File: src/sla_pkg.sv
// shared constants, payload types and state encoding of the skyline atlas allocator
package sla_pkg;

   localparam int PAGE_COLUMNS = 256;
   localparam int PAGE_ROWS    = 256;

   localparam int COL_W   = $clog2(PAGE_COLUMNS);
   localparam int HGT_W   = $clog2(PAGE_ROWS + 1);
   localparam int CNT_W   = COL_W + 1;
   localparam int FIELD_W = 9;
   localparam int POS_W   = 8;

   typedef logic [COL_W-1:0] col_type;
   typedef logic [HGT_W-1:0] hgt_type;
   typedef logic [CNT_W-1:0] cnt_type;

   typedef struct packed {
      logic [FIELD_W-1:0] width;
      logic [FIELD_W-1:0] height;
   } req_type;

   typedef struct packed {
      logic             found;
      logic             page;
      logic [POS_W-1:0] pos_x;
      logic [POS_W-1:0] pos_y;
   } rsp_type;

   typedef enum logic [2:0] {
      ST_CLEAR,
      ST_IDLE,
      ST_FWD,
      ST_BWD,
      ST_FILL
   } state_type;

   function automatic hgt_type hgt_max(input hgt_type a, input hgt_type b);
      hgt_max = (a > b) ? a : b;
   endfunction

endpackage

File: src/sla_ram.sv
// column store: one write port, one read port with registered read data
module sla_ram (
   input  logic             clock,
   input  logic             wr_en,
   input  sla_pkg::col_type wr_addr,
   input  sla_pkg::hgt_type wr_data,
   input  logic             rd_en,
   input  sla_pkg::col_type rd_addr,
   output sla_pkg::hgt_type rd_data
);

   sla_pkg::hgt_type mem [sla_pkg::PAGE_COLUMNS];
   sla_pkg::hgt_type rd_data_ff;

   always_ff @(posedge clock) begin
      if (wr_en) begin
         mem[wr_addr] <= wr_data;
      end
      if (rd_en) begin
         rd_data_ff <= mem[rd_addr];
      end
   end

   assign rd_data = rd_data_ff;

endmodule

File: config.mk
export PLATFORM = sky130hd
export DESIGN_NAME = sla_ram
export DESIGN_NICKNAME = d
export VERILOG_FILES = /design/src/sla_pkg.sv /design/src/sla_ram.sv
export SDC_FILE = /design/constraint.sdc
export NUM_CORES = 2
export LEC_CHECK = 0
export BUFFER_PORTS_ARGS = -buffer_cell sky130_fd_sc_hd__buf_2
export CAP_MARGIN = 20
export CORE_MARGIN = 4
export CORE_UTILIZATION = 35
export DETAILED_ROUTE_END_ITERATION = 6
export PLACE_DENSITY = 0.52
export SLEW_MARGIN = 10
export SYNTH_ARGS = -nofsm -noshare
export SYNTH_HDL_FRONTEND = slang
export SYNTH_SLANG_ARGS = --single-unit
File: constraint.sdc
create_clock -name clock -period 2.7 [get_ports clock]
set_input_delay 0.135 -clock clock [delete_from_list [all_inputs] [get_ports clock]]
set_output_delay 0.135 -clock clock [all_outputs]
set_load 0.05 [all_outputs]
; ---- Word-level counts from Yosys, hierarchy flattened
; Memories as Yosys holds them, arrays and structs flattened. A register that Yosys moved wholly into a read port is not among the register bits.
; Index checks and enable logic that the tools add are counted.
[totals]
inputBits = 28
n_memories = 1
regBits = 0
mem_bits_rw = 2304
output_inout_bits = 9
wordCells = 3
[mem_list]
columns = name, depth, word_bits, read_ports, rd_ports_with_merged_regs, write_ports, line_no
row1 = mem, 256, 9, 1, 1, 1, sla_ram.sv:12  ; sla_pkg::hgt_type mem [sla_pkg::PAGE_COLUMNS];
[op_classes]
n_mux = 2
[ops]
columns = cell, n
row1 = $mux W1, 2

; ---- Longest topological paths before layout
[depth]
word_depth = 2
mapped_depth = 11
depth_no_buf = 6

; ---- Worst setup path before layout
; No wires, ideal clock.
[synth_timing]
kind = input -> register
from = input rd_addr[0]
to = register rd_data_ff[7], in the netlist rd_data[7] (read register of mem) (data pin)
required_time_ps = 2435
slack_ps = 603
path_buffers = 4
setup_ps = 265
stages = 9
t_arrival_ps = 1833
path_cell_list = buf_6 -> buf_12 -> buf_6 -> buf_6 -> mux4_2 -> a22oi_1 -> a21oi_1 -> nor4_1 -> nor3_1
[synth_rtl]
columns = element, line_no
row1 = from (decl), sla_ram.sv:8  ; input sla_pkg::col_type rd_addr,
row2 = to (decl), sla_ram.sv:13  ; sla_pkg::hgt_type rd_data_ff;

==> metrics.md <==
| Metric | Value |
|---|---|
| Run status | completed |
| Dpl ws | -606 ps |
| Non-Filler Instances | 8546 |
| Max stage delay on crit path | 490 ps |
| CTS tree | built |
| Slack of the critical path | 91.1 ps |
| RSZ-0062 raised after global routing | false |
| Layout area overhead | 19.3% |
| Global-route wire length before repair | 349 mm |
| Top cell type by total area after synthesis | edfxtp_1 |
| Final HPWL DP | 158 mm |
| Vias | 45587 |
| Ys async rst share | 0% |
| WL/cell | 28.7 um |
| Post-synthesis sequential area ratio | 77.7% |
| Initial Utilization | 35.2% |
| Final hold vios | 0 |
| Crit-path most repeated cell | buf_4 |
| Critical-path cell list | mux4_2 -> a22o_1 -> a221oi_1 -> buf_4 -> o32a_1 -> nor3b_1 -> buf_4 -> nor4_1 |
| Synth Flop Type | edfxtp_1 |
| Max capacitance violation total | 0 |
| Mapped Area | 89400 um2 |
| Fmax | 383 MHz |
| Mapped Cells | 4237 |
| Die Height | 513 um |
| Maximum vdd ir drop | 0.696 mV |
| DR vias/cell | 5.33 |
| DR iter-0 viols | 5015 |
| First-pass iteration count of the detailed router | 7 |
| Syn Area/Cell | 21.1 um2 |
| Pwr Density | 719 nW/um2 |
| Overflow after GRT | 0 |
| Total Routing Usage GR | 18.5% |
| Placed cell count | 8075 |
| Yosys top cell area share | 77.7% |
| Max Slew Vio Count | 0 |
| EDFF count, synth | 2313 |
| Routability cong. | 0.837 |
| Initial antenna violation count | 24 |
| Fill count | 22279 |
| Critical path fanouts, max | 1 |
| Post-synth cell types | 56 |
| WP data required | 3320 ps |
| Data arrival time of the worst path | 3220 ps |
| Power Total | 76.7 mW |
| Root Buffer | clkbuf_16 |
| Share of the core filled with cells | 42.0% |
| Die area | 263000 um2 |
| Final worst path period share | 96.6% |
| Slew @ Worst Pin | 1020 ps |
| CP max stage cell | mux4_2 |
| I/O pins | 37 |
| Mapped Nets | 4265 |
| Die Span X | 513 um |
| Drt drc | 0 |
| Final setup viols | 0 |
| Num rows | 185 |
| CTS Buf Count | 236 |
| Clock-pin slew on the worst setup and hold paths | 60 ps |
| CP Capture Type | flip-flop |
| Port bufs | 36 |
| Final antenna-violating net count | 0 |
| Synth warn | 0 |
| Synth Register Bits | 2313 |
| Setup bufs post-CTS | 0 |
| Cell with the most instances after synthesis | edfxtp_1 |
| Largest net degree at the start of global routing | 99 |
| Final min period | 2610 ps |
| Layout cell share with drive strength beyond 1 | 30.6% |
| Clk sink count | 2313 |
| Vias in the first global route | 46467 |
| Most area-consuming cells after synthesis | edfxtp_1, mux4_2, mux2i_1, a22oi_1, nor2_1 |
| Slew HR | 31.8% |
| Routed WL | 245 mm |
| Leading cell types by count after synthesis | edfxtp_1, mux4_2, nor2_1 |
| Fin nets | 4995 |
| P_leak | 34.3 nW |
| CP startpoint kind | flip-flop |
| Setup Skew | 62.4 ps |
| Crit path kind | flip-flop to flip-flop |
| Worst min path class | input pin to flip-flop |
| Worst-Skew Late Latency | 880 ps |
| Core area | 254000 um2 |
| H-Tree Depth | 4 |
| CTS Buffer Depth | 3 |
## cell families (layout without fill, tap and decap cells)
group / Yosys count / after routing / share of synthesized area [%]
multiplexers: 674 / 674 / 14.3
AO/OA/AOI/OAI: 489 / 489 / 3.75
other: 0 / 8 / 0
AND/OR/NAND/NOR: 500 / 500 / 2.50
flip-flops: 2313 / 2313 / 77.7
buffers and inverters: 261 / 1196 / 1.75
## report_power, final
group          switching [mW]  internal [mW]
clock network            13.9           18.9
registers              0.0596           39.6
logic                    2.63           1.63
total                    16.6           60.1
## repair_timing
item / in CTS / in global routing
hold buffers: 20 / 0
hold endpoints to repair: 1491 / 0
resized for setup: 3 / 0
setup endpoints to repair: 3 / 0
## routing by layer
metal	GRT usage, %	up-vias	share of wire, %
met1	25.7	24300	42
met2	29.0	1614	47
met4	5.60	4	2.9
li1	-	19308	-
met3	4.26	361	7.5
met5	0	-	0.011
## stage by stage
step,cell area [um2],setup TNS [ps],hold slack (ps)
5_1_grt,107000,0,99.3
3_3_place_gp,98600,-3710,536
4_1_cts,107000,0,41.2
3_5_place_dp,98600,-3710,541
6_report,107000,0,133
2_1_floorplan,89400,0,234
## final cells by class
cell class	instances	area, um2	share of cell area [%]
clock inverters	161	1690	1.59
multi-input cells	1663	18400	17.3
inverters	2	7.51	0.00704
repair buffers	751	6720	6.30
well taps	3366	4210	3.95
diodes	8	20.0	0.0188
flip-flops and latches	2313	69500	65.1
clock buffers	282	6100	5.72
## state kept, by name, indices dropped and copies added, names as in the netlist
signal and count:
mem 2304, rd_data 9
## final timing paths
kind                             startpoint           to  cells after the start  slack [ps]
worst max-delay path            mem[115][5]   rd_data[5]                      8          90
worst min-delay path                  wr_en  mem[132][5]                      3         130
worst max register to register  mem[115][5]   rd_data[5]                      8          90
worst min register to register   mem[12][7]   rd_data[7]                      6        1220
## placed cells by master, fill, tap and decap left out, types with 40 or more instances in the layout
cell type,instances
clkinv_1,56
a21oi_1,98
mux2i_1,177
clkinv_2,50
buf_4,614
edfxtp_1,2313
clkbuf_1,45
nand2_1,40
o22ai_1,65
mux4_2,467
a22oi_1,174
nor2_1,303
clkbuf_16,237
buf_12,81
## critical path, delay by kind of cell, from the launching register on
family | cells | cell delay, ps
compound gates | 3 | 840
mux | 1 | 490
buf+inv | 2 | 410
flops | 1 | 350
simple gates | 2 | 260
No activity file was read; power rests on OpenSTA's default activity.
